`src/hw/rtl/assert_macros.svh`:
```
// Assertion helpers shared by the RTL.
`ifndef ASSERT_MACROS_SVH
`define ASSERT_MACROS_SVH

// Check a property on every rising clock edge outside reset.
`define ASSERT_CLK(label, clk, rst, prop) \
   label: assert property (@(posedge clk) disable iff (rst) (prop)) \
      else $error("assertion failed");

// Check that a condition never holds outside reset.
`define ASSERT_NEVER_CLK(label, clk, rst, cond) \
   label: assert property (@(posedge clk) disable iff (rst) !(cond)) \
      else $error("forbidden condition seen");

`endif

```
`src/hw/rtl/jsu_pkg.sv`:
```
`timescale 1ns / 1ps
package jsu_pkg;

   localparam int QUEUE_DEPTH_DEFAULT = 4;
   localparam int MAX_WORDS = 4;

   typedef enum logic [3:0] {
      ST_DATA      = 4'd0,
      ST_DONE      = 4'd1,
      ST_UNTERM    = 4'd2,
      ST_CONTROL   = 4'd3,
      ST_OPEN_ESC  = 4'd4,
      ST_OPEN_UNI  = 4'd5,
      ST_BAD_HEX   = 4'd6,
      ST_NO_LOW    = 4'd7,
      ST_BAD_LOW   = 4'd8,
      ST_STRAY_LOW = 4'd9,
      ST_BAD_ESC   = 4'd10
   } status_type;

   typedef struct packed {
      logic [7:0] in_byte;
      logic       start_req;
      logic       end_of_input;
   } req_type;

   typedef struct packed {
      logic [7:0] out_byte;
      logic       byte_valid;
      logic [3:0] status;
      logic       last;
   } rsp_type;

   // All words caused by one input word; count is 1 to MAX_WORDS when queued.
   typedef struct packed {
      logic [2:0]      count;
      logic [3:0][7:0] bytes;
      logic            byte_valid;
      status_type      status;
   } grp_type;

   // Queue head as seen by the back end.
   typedef struct packed {
      logic    valid;
      grp_type grp;
   } head_type;

endpackage

```
`src/hw/rtl/jsu_front.sv`:
```
`timescale 1ns / 1ps
`include "assert_macros.svh"
module jsu_front
   import jsu_pkg::*;
(
   input  logic    clock,
   input  logic    reset,
   input  logic    req_valid,
   output logic    req_stall,
   input  req_type req_data,
   input  logic    q_full,
   output logic    push,
   output grp_type push_grp
);

   typedef enum logic [6:0] {
      PH_IDLE   = 7'b0000001,
      PH_BODY   = 7'b0000010,
      PH_ESC    = 7'b0000100,
      PH_HEX1   = 7'b0001000,
      PH_WANTBS = 7'b0010000,
      PH_WANTU  = 7'b0100000,
      PH_HEX2   = 7'b1000000
   } phase_type;

   localparam logic [7:0] CH_QUOTE = 8'h22;
   localparam logic [7:0] CH_BSL   = 8'h5C;
   localparam logic [7:0] CH_SLASH = 8'h2F;
   localparam logic [7:0] CH_B     = 8'h62;
   localparam logic [7:0] CH_F     = 8'h66;
   localparam logic [7:0] CH_N     = 8'h6E;
   localparam logic [7:0] CH_R     = 8'h72;
   localparam logic [7:0] CH_T     = 8'h74;
   localparam logic [7:0] CH_U     = 8'h75;
   localparam logic [7:0] CH_SPACE = 8'h20;

   localparam logic [15:0] HI_LO   = 16'hD800;
   localparam logic [15:0] HI_HI   = 16'hDBFF;
   localparam logic [15:0] LO_LO   = 16'hDC00;
   localparam logic [15:0] LO_HI   = 16'hDFFF;
   localparam logic [20:0] CP_1MAX = 21'h00007F;
   localparam logic [20:0] CP_2MAX = 21'h0007FF;
   localparam logic [20:0] CP_3MAX = 21'h00FFFF;
   localparam logic [20:0] CP_SUPP = 21'h010000;

   phase_type   phase_ff, phase_in;
   logic [15:0] accum_ff, accum_in;
   logic [1:0]  seen_ff, seen_in;
   logic [9:0]  high_ff, high_in;
   grp_type     grp;
   logic        accept;
   logic [4:0]  digit;
   logic [15:0] val;
   logic [20:0] cp_pair;

   function automatic grp_type report(input status_type s);
      grp_type g;
      g        = '0;
      g.count  = 3'd1;
      g.status = s;
      return g;
   endfunction

   function automatic grp_type one_byte(input logic [7:0] b);
      grp_type g;
      g            = '0;
      g.count      = 3'd1;
      g.bytes[0]   = b;
      g.byte_valid = 1'b1;
      g.status     = ST_DATA;
      return g;
   endfunction

   function automatic grp_type utf8_group(input logic [20:0] cp);
      grp_type g;
      g            = '0;
      g.byte_valid = 1'b1;
      g.status     = ST_DATA;
      if (cp <= CP_1MAX) begin
         g.count    = 3'd1;
         g.bytes[0] = cp[7:0];
      end else if (cp <= CP_2MAX) begin
         g.count    = 3'd2;
         g.bytes[0] = {3'b110, cp[10:6]};
         g.bytes[1] = {2'b10, cp[5:0]};
      end else if (cp <= CP_3MAX) begin
         g.count    = 3'd3;
         g.bytes[0] = {4'b1110, cp[15:12]};
         g.bytes[1] = {2'b10, cp[11:6]};
         g.bytes[2] = {2'b10, cp[5:0]};
      end else begin
         g.count    = 3'd4;
         g.bytes[0] = {5'b11110, cp[20:18]};
         g.bytes[1] = {2'b10, cp[17:12]};
         g.bytes[2] = {2'b10, cp[11:6]};
         g.bytes[3] = {2'b10, cp[5:0]};
      end
      return g;
   endfunction

   // Digit value, or 16 for a byte that is no hex digit.
   function automatic logic [4:0] hex_value(input logic [7:0] c);
      logic [4:0] d;
      d = 5'd16;
      if (c >= 8'h30 && c <= 8'h39) d = {1'b0, c[3:0]};
      else if ((c >= 8'h61 && c <= 8'h66) || (c >= 8'h41 && c <= 8'h46))
         d = {1'b0, c[3:0]} + 5'd9;
      return d;
   endfunction

   assign req_stall = q_full;
   assign accept    = req_valid && !q_full;
   assign digit     = hex_value(req_data.in_byte);
   assign val       = {accum_ff[11:0], digit[3:0]};
   assign cp_pair   = CP_SUPP + {1'b0, high_ff, val[9:0]};

   always_comb begin
      phase_in = phase_ff;
      accum_in = accum_ff;
      seen_in  = seen_ff;
      high_in  = high_ff;
      grp      = '0;
      if (req_data.end_of_input) begin
         phase_in = PH_IDLE;
         case (phase_ff)
            PH_BODY:   grp = report(ST_UNTERM);
            PH_ESC:    grp = report(ST_OPEN_ESC);
            PH_HEX1:   grp = report(ST_OPEN_UNI);
            PH_HEX2:   grp = report(ST_OPEN_UNI);
            PH_WANTBS: grp = report(ST_NO_LOW);
            PH_WANTU:  grp = report(ST_NO_LOW);
            default:   grp = '0;
         endcase
      end else if (req_data.start_req) begin
         phase_in = PH_BODY;
         accum_in = '0;
         seen_in  = '0;
         high_in  = '0;
      end else begin
         case (phase_ff)
            PH_BODY: begin
               if (req_data.in_byte == CH_QUOTE) begin
                  grp      = report(ST_DONE);
                  phase_in = PH_IDLE;
               end else if (req_data.in_byte < CH_SPACE) begin
                  grp      = report(ST_CONTROL);
                  phase_in = PH_IDLE;
               end else if (req_data.in_byte == CH_BSL) begin
                  phase_in = PH_ESC;
               end else begin
                  grp = one_byte(req_data.in_byte);
               end
            end
            PH_ESC: begin
               phase_in = PH_BODY;
               case (req_data.in_byte)
                  CH_QUOTE: grp = one_byte(CH_QUOTE);
                  CH_BSL:   grp = one_byte(CH_BSL);
                  CH_SLASH: grp = one_byte(CH_SLASH);
                  CH_B:     grp = one_byte(8'h08);
                  CH_F:     grp = one_byte(8'h0C);
                  CH_N:     grp = one_byte(8'h0A);
                  CH_R:     grp = one_byte(8'h0D);
                  CH_T:     grp = one_byte(8'h09);
                  CH_U: begin
                     phase_in = PH_HEX1;
                     accum_in = '0;
                     seen_in  = '0;
                  end
                  default: begin
                     grp      = report(ST_BAD_ESC);
                     phase_in = PH_IDLE;
                  end
               endcase
            end
            PH_WANTBS: begin
               if (req_data.in_byte != CH_BSL) begin
                  grp      = report(ST_NO_LOW);
                  phase_in = PH_IDLE;
               end else begin
                  phase_in = PH_WANTU;
               end
            end
            PH_WANTU: begin
               if (req_data.in_byte != CH_U) begin
                  grp      = report(ST_NO_LOW);
                  phase_in = PH_IDLE;
               end else begin
                  phase_in = PH_HEX2;
                  accum_in = '0;
                  seen_in  = '0;
               end
            end
            PH_HEX1, PH_HEX2: begin
               if (digit[4]) begin
                  grp      = report(ST_BAD_HEX);
                  phase_in = PH_IDLE;
               end else begin
                  accum_in = val;
                  if (seen_ff != 2'd3) begin
                     seen_in = seen_ff + 2'd1;
                  end else begin
                     seen_in = '0;
                     if (phase_ff == PH_HEX1) begin
                        if (val >= HI_LO && val <= HI_HI) begin
                           high_in  = val[9:0];
                           phase_in = PH_WANTBS;
                        end else if (val >= LO_LO && val <= LO_HI) begin
                           grp      = report(ST_STRAY_LOW);
                           phase_in = PH_IDLE;
                        end else begin
                           grp      = utf8_group({5'd0, val});
                           phase_in = PH_BODY;
                        end
                     end else if (val < LO_LO || val > LO_HI) begin
                        grp      = report(ST_BAD_LOW);
                        phase_in = PH_IDLE;
                     end else begin
                        grp      = utf8_group(cp_pair);
                        phase_in = PH_BODY;
                     end
                  end
               end
            end
            default: phase_in = PH_IDLE;
         endcase
      end
   end

   assign push     = accept && (grp.count != 3'd0);
   assign push_grp = grp;

   always_ff @(posedge clock) begin
      if (reset) begin
         phase_ff <= PH_IDLE;
         accum_ff <= '0;
         seen_ff  <= '0;
         high_ff  <= '0;
      end else if (accept) begin
         phase_ff <= phase_in;
         accum_ff <= accum_in;
         seen_ff  <= seen_in;
         high_ff  <= high_in;
      end
   end

   `ASSERT_NEVER_CLK(a_group_size, clock, reset, push && (grp.count > 3'd4))
   `ASSERT_CLK(a_hex_count, clock, reset,
      (phase_ff != PH_HEX1 && phase_ff != PH_HEX2 && phase_ff != PH_IDLE) |-> (seen_ff == 2'd0))

endmodule

```
`src/hw/rtl/jsu_queue.sv`:
```
`timescale 1ns / 1ps
`include "assert_macros.svh"
module jsu_queue
   import jsu_pkg::*;
#(
   parameter int QUEUE_DEPTH = QUEUE_DEPTH_DEFAULT
) (
   input  logic     clock,
   input  logic     reset,
   input  logic     push,
   input  grp_type  push_grp,
   output logic     full,
   input  logic     pop,
   output head_type head
);

   localparam int PW = $clog2(QUEUE_DEPTH);
   localparam int CW = $clog2(QUEUE_DEPTH + 1);
   localparam logic [PW-1:0] LAST_SLOT = PW'(QUEUE_DEPTH - 1);
   localparam logic [CW-1:0] FULL_CNT  = CW'(QUEUE_DEPTH);

   grp_type        slot_ff [QUEUE_DEPTH];
   logic [PW-1:0]  wr_ff, wr_in, rd_ff, rd_in;
   logic [CW-1:0]  cnt_ff, cnt_in;
   logic           do_pop;

   assign full       = (cnt_ff == FULL_CNT);
   assign head.valid = (cnt_ff != '0);
   assign head.grp   = slot_ff[rd_ff];
   assign do_pop     = pop && head.valid;

   always_comb begin
      wr_in  = wr_ff;
      rd_in  = rd_ff;
      cnt_in = cnt_ff;
      if (push) wr_in = (wr_ff == LAST_SLOT) ? '0 : wr_ff + 1'b1;
      if (do_pop) rd_in = (rd_ff == LAST_SLOT) ? '0 : rd_ff + 1'b1;
      if (push && !do_pop) cnt_in = cnt_ff + 1'b1;
      else if (!push && do_pop) cnt_in = cnt_ff - 1'b1;
   end

   always_ff @(posedge clock) begin
      if (reset) begin
         wr_ff  <= '0;
         rd_ff  <= '0;
         cnt_ff <= '0;
      end else begin
         wr_ff  <= wr_in;
         rd_ff  <= rd_in;
         cnt_ff <= cnt_in;
      end
   end

   // hold payload in place; no reset needed
   always_ff @(posedge clock) begin
      if (push) slot_ff[wr_ff] <= push_grp;
   end

   `ASSERT_NEVER_CLK(a_no_overflow, clock, reset, push && full)
   `ASSERT_CLK(a_count_range, clock, reset, cnt_ff <= FULL_CNT)

endmodule

```
`src/hw/rtl/jsu_back.sv`:
```
`timescale 1ns / 1ps
`include "assert_macros.svh"
module jsu_back
   import jsu_pkg::*;
(
   input  logic     clock,
   input  logic     reset,
   input  head_type head,
   output logic     pop,
   output logic     rsp_valid,
   input  logic     rsp_stall,
   output rsp_type  rsp_data
);

   logic [1:0] idx_ff, idx_in;
   logic       rsp_valid_ff, rsp_valid_in;
   rsp_type    rsp_ff, rsp_in;
   logic       load;
   logic       at_end;

   assign load   = !rsp_valid_ff || !rsp_stall;
   assign at_end = ({1'b0, idx_ff} == (head.grp.count - 3'd1));
   assign pop    = load && head.valid && at_end;

   always_comb begin
      idx_in       = idx_ff;
      rsp_valid_in = rsp_valid_ff;
      rsp_in       = rsp_ff;
      if (load) begin
         rsp_valid_in = head.valid;
         if (head.valid) begin
            rsp_in.out_byte   = head.grp.bytes[idx_ff];
            rsp_in.byte_valid = head.grp.byte_valid;
            rsp_in.status     = head.grp.status;
            rsp_in.last       = at_end;
            // advance through the group, restart on its last word
            idx_in = at_end ? 2'd0 : idx_ff + 2'd1;
         end
      end
   end

   always_ff @(posedge clock) begin
      if (reset) begin
         idx_ff       <= '0;
         rsp_valid_ff <= 1'b0;
      end else begin
         idx_ff       <= idx_in;
         rsp_valid_ff <= rsp_valid_in;
      end
   end

   always_ff @(posedge clock) begin
      rsp_ff <= rsp_in;
   end

   assign rsp_valid = rsp_valid_ff;
   assign rsp_data  = rsp_ff;

   `ASSERT_CLK(a_idx_in_group, clock, reset,
      head.valid |-> ({1'b0, idx_ff} < head.grp.count))
   `ASSERT_CLK(a_idx_idle, clock, reset, !head.valid |-> (idx_ff == 2'd0))

endmodule

```
`src/hw/rtl/json_string_unescape_utf8.sv`:
```
`timescale 1ns / 1ps
// JSON string body decoder with UTF-8 output.
// Request channel (req_valid / req_stall / req_data): one word per text byte,
// with start_req marking the opening quote and end_of_input marking the end
// of the text. Response channel (rsp_valid / rsp_stall / rsp_data): decoded
// UTF-8 bytes with status 0, or a single status word with byte_valid low for
// completion or the first error; last is set on the final word of each input.
// A word is taken on a rising edge with valid high and stall low.
// The first response word of an input passes through a queue slot and then
// the output register before it is valid. Throughput: one input per cycle
// while each input gives at most one response word and rsp_stall is low; an
// input giving several words holds the output stage for each of its words,
// and the queue of QUEUE_DEPTH groups between the decoder and the serialiser
// absorbs the difference. req_stall rises only when that queue is full.
// Reset (synchronous, active high) returns the decoder to idle, empties the
// queue and drops any response word not yet taken. While rsp_stall is high
// the response word holds, the queue fills and then req_stall rises.
module json_string_unescape_utf8
   import jsu_pkg::*;
#(
   parameter int QUEUE_DEPTH = QUEUE_DEPTH_DEFAULT
) (
   input  logic    clock,
   input  logic    reset,
   input  logic    req_valid,
   output logic    req_stall,
   input  req_type req_data,
   output logic    rsp_valid,
   input  logic    rsp_stall,
   output rsp_type rsp_data
);

   logic     q_full;
   logic     push;
   grp_type  push_grp;
   logic     pop;
   head_type head;

   // decode and classify one byte per cycle while the queue is not full
   jsu_front u_front (
      .clock     (clock),
      .reset     (reset),
      .req_valid (req_valid),
      .req_stall (req_stall),
      .req_data  (req_data),
      .q_full    (q_full),
      .push      (push),
      .push_grp  (push_grp)
   );

   // buffer groups of up to four words between the two sides
   jsu_queue #(
      .QUEUE_DEPTH (QUEUE_DEPTH)
   ) u_queue (
      .clock    (clock),
      .reset    (reset),
      .push     (push),
      .push_grp (push_grp),
      .full     (q_full),
      .pop      (pop),
      .head     (head)
   );

   // serialise each group into response words
   jsu_back u_back (
      .clock     (clock),
      .reset     (reset),
      .head      (head),
      .pop       (pop),
      .rsp_valid (rsp_valid),
      .rsp_stall (rsp_stall),
      .rsp_data  (rsp_data)
   );

endmodule
```
`config.mk`:
```
export PLATFORM = sky130hd
export DESIGN_NAME = json_string_unescape_utf8
export DESIGN_NICKNAME = d
export VERILOG_FILES = /design/src/hw/rtl/jsu_pkg.sv /design/src/hw/rtl/jsu_front.sv /design/src/hw/rtl/jsu_queue.sv /design/src/hw/rtl/jsu_back.sv /design/src/hw/rtl/json_string_unescape_utf8.sv
export VERILOG_INCLUDE_DIRS = /design/src /design/src/hw/rtl
export SDC_FILE = /design/constraint.sdc
export NUM_CORES = 1
export LEC_CHECK = 0
export BUFFER_PORTS_ARGS = -buffer_cell sky130_fd_sc_hd__buf_2
export CAP_MARGIN = 20
export CORE_MARGIN = 2
export CORE_UTILIZATION = 49
export CTS_CLUSTER_SIZE = 30
export DETAILED_ROUTE_END_ITERATION = 12
export PLACE_DENSITY = 0.66
export SYNTH_ARGS = -nofsm -noshare
export SYNTH_HDL_FRONTEND = slang
export SYNTH_SLANG_ARGS = --single-unit
```
`constraint.sdc`:
```
create_clock -name clock -period 5.3 [get_ports clock]
set_clock_uncertainty 0.15 [all_clocks]
set_input_delay 0.53 -clock clock [delete_from_list [all_inputs] [get_ports clock]]
set_output_delay 0.53 -clock clock [all_outputs]
set_load 0.02 [all_outputs]
```
==> flow_metrics.py <==
metrics = {
    "outcome": {
        "status": "completed",
    },
    "grt": {
        "grt_pass1_vias": 6938,
        "antenna_found_initial": 0,
        "gr-usage-all-layers": 0.2482,
        "grt_overflow": 0,
        "grt_pass1_wl_mm": 40.52,
        "grt_start_max_net_pins": 42,
    },
    "worst_setup_path": {
        "r2r-start": "u_front.accum_ff[4]$_SDFFE_PP0P_",
        "worstPathRequired_ns": 5.57,
        "worstSetupEndpointType": "flop",
        "reg2reg_setup_slack_ns": 0.67,
        "start_kind": "flop",
        "crit_type": "flop to flop",
        "worstPathArrival_ns": 4.90,
        "timing.rr.end": "u_queue.cnt_ff[2]$_SDFFE_PP0P_",
        "reg2reg_depth": 13,
        "crit_path_start": "u_front.accum_ff[4]$_SDFFE_PP0P_",
        "path_max_fanout": 16,
        "critical_path.endpoint": "u_queue.cnt_ff[2]$_SDFFE_PP0P_",
    },
    "clock_network": {
        "clk_latency_ns": 0.50,
        "cts_tree": "done",
        "clk_path_buf_depth": 3,
        "htree_levels": 1,
        "cts_root_buf": "clkbuf_16",
        "cts_buffers": 21,
        "cts.clk_slew.worst_paths_ns": 0.05,
        "postCtsSetupBuffers": 0,
        "clock-sinks": 201,
        "cts_hold_buf": 0,
        "ctsResizeCount": 0,
    },
    "synth": {
        "synth-seq-cells": 201,
        "avgSynthCellArea_sq_um": 12.53,
        "synth_nets": 815,
        "netlist-cell-type-count": 84,
        "synth-edff-count": 158,
        "synth_compound_area_frac": 0.1236,
        "synth-seq-area-share": 0.5693,
        "synthCells": 786,
        "syn_area_sq_mm": 0.009847,
        "synth-xor-area-share": 0.01067,
        "synthArstFlopShare": 0,
        "synth_fa_ha_area_frac": 0.01982,
        "synth_top_family_by_area": "simple AND/OR/NAND/NOR gates",
        "synth_mux_area_frac": 0.1146,
        "synth_simple_gate_area_frac": 0.1367,
        "ys_warn_count": 0,
        "ys.flop_type": "edfxtp_1",
    },
    "timing": {
        "finalCriticalPeriod_ns": 4.634,
        "slew_headroom": 0.3308,
        "worst_pin_slew_ns": 1.004,
        "hold_violations": 0,
        "finalSetupTns_ns": 0,
        "hold_ws_ns": 0.1446,
        "max_freq_mhz": 215.8,
        "post-route-period-util": 0.8743,
        "setup_viol": 0,
        "rsz0062_at_grt": "no",
        "drv_slew": 0,
    },
    "cells_and_area": {
        "layout_commonest_cell": "edfxtp_1",
        "syn_to_final_growth_pct": 11.02,
        "multi_input_area_sq_mm": 0.004006,
        "stdcell_count": 1092,
        "final-seq-area_sq_mm": 0.005607,
        "final_cell_mix": "edfxtp_1 (158), nor2_1 (71), nand2_1 (61)",
        "nets": 841,
        "drive_gt1_frac": 0.1850,
        "n_antenna_cell": 0,
        "n_fill_cell": 1638,
    },
    "floorplanning": {
        "fp.coreArea_sq_mm": 0.01959,
        "start_util": 0.5027,
        "dieHeight_um": 145.8,
        "rows": 51,
        "pin_count": 30,
        "dieArea_sq_mm": 0.02125,
        "die_x_um": 145.8,
    },
    "worst_hold_path": {
        "hold_class": "input port to flop",
    },
    "detailed_routing": {
        "routed_via_density": 6.347,
        "drtIter0Drc": 538,
        "routed_wl_mm": 26.27,
        "wl_per_cell_um": 24.06,
        "first_pass_iters": 5,
        "ant_nets": 0,
        "vias": 6931,
        "post-route-drc-count": 0,
    },
    "placement": {
        "portBuffers": 29,
        "dp_cells": 1054,
        "post-dp-hpwl_mm": 17.98,
        "place_congestion": 0.9403,
    },
    "power_and_ir_drop": {
        "leakagePower_nw": 3.547,
        "ir_worst_vdd_mv": 0.2197,
        "powerDensity_mw_per_mm2": 286.2,
        "finalPower_mw": 3.128,
    },
    "flow_run": {
        "maxCapViolations": 0,
    },
}
[cells by family after synthesis]
logic type	count (synthesis)
xor+xnor	12
compound gates	175
fa+ha+maj	15
simple gates	262
mux	58
flops	201
buf+inv	63
[layer usage]
layer | GRT usage | routed length, um
met1 | 0.3477 | 11510
met2 | 0.4028 | 12540
met3 | 0.03605 | 1481
met4 | 0.07941 | 740
met5 | 0 | 0
[flip-flops by register name, summed over array words and instances (netlist names), named ones only]
register          cells
u_front.accum_ff     12
u_queue.rd_ff         2
u_front.high_ff      10
u_queue.cnt_ff        3
u_queue.slot_ff     144
u_front.seen_ff       2
u_front.phase_ff      7
u_back.idx_ff         2
u_back.rsp_valid      1
u_back.rsp_data      14
u_queue.wr_ff         2
[area by class of cell]
type / count / area share
clock buffers: 28 / 0.05322
clock inverters: 10 / 0.005265
inverters: 20 / 0.006867
multi-input cells: 522 / 0.3665
flip-flops and latches: 201 / 0.5129
well taps: 265 / 0.03033
repair buffers: 46 / 0.02495
[metrics by stage]
step	worst slack [ns]	utilization	instance area, sq um
after global placement	0.4648	0.5254	10290
after floorplan	1.004	-	9847
after detailed placement	0.2815	0.5254	10290
after global routing	0.5019	0.5580	10930
after CTS	0.7602	0.5580	10930
final	0.6663	0.5580	10930
[Yosys cell counts (10+ instances only)]
master	instances	area, sq um
nor2_1	71	266.5
dfxtp_1	43	860.8
inv_1	20	75.07
clkbuf_1	32	120.1
mux4_2	43	968.4
nor3_1	21	105.1
o21ai_0	17	85.08
a21oi_1	54	270.3
edfxtp_1	158	4745
a22oi_1	14	105.1
mux2i_1	10	100.1
nor2b_1	10	62.56
nand2_1	61	229.0
ha_1	14	175.2
and2_1	11	68.82
nand3_1	28	140.1
[power by group]
| group | leakage [nW] | total, mW | internal, mW | switching [mW] |
|---|---|---|---|---|
| combinational | 1.43 | 0.0839 | 0.0261 | 0.0578 |
| clock | 0.317 | 1.36 | 0.773 | 0.589 |
| sequential | 1.80 | 1.68 | 1.68 | 0.00260 |
| total | 3.55 | 3.13 | 2.48 | 0.649 |
[worst min path at each step]
| stage | startpoint | cells after the start | end | slack [ns] |
|---|---|---|---|---|
| floorplan | u_front.seen_ff[1]$_SDFFE_PP0P_ | 2 | u_front.seen_ff[1]$_SDFFE_PP0P_ | 0.29 |
| global placement | u_front.seen_ff[1]$_SDFFE_PP0P_ | 2 | u_front.seen_ff[1]$_SDFFE_PP0P_ | 0.29 |
| detailed placement | u_front.seen_ff[1]$_SDFFE_PP0P_ | 2 | u_front.seen_ff[1]$_SDFFE_PP0P_ | 0.30 |
| CTS | rsp_stall | 3 | u_back.rsp_valid$_SDFFE_PP0N_ | 0.13 |
| global route | rsp_stall | 3 | u_back.rsp_valid$_SDFFE_PP0N_ | 0.16 |
| finish | rsp_stall | 3 | u_back.rsp_valid$_SDFFE_PP0N_ | 0.14 |
[worst max-delay path, stage by stage, from the launching register on]
cell and delay [ns]:
dfxtp_1 0.48, nor4_1 0.73, nand4_1 0.29, nor4_1 0.47, nor3_4 0.19, nand3_1 0.17, a221oi_2 0.11, a31oi_2 0.49
ha_1 0.28, inv_1 0.07, fa_1 0.44, xor2_1 0.18, or3_1 0.32, a21oi_1 0.17
(Power assumes the default switching activity.)
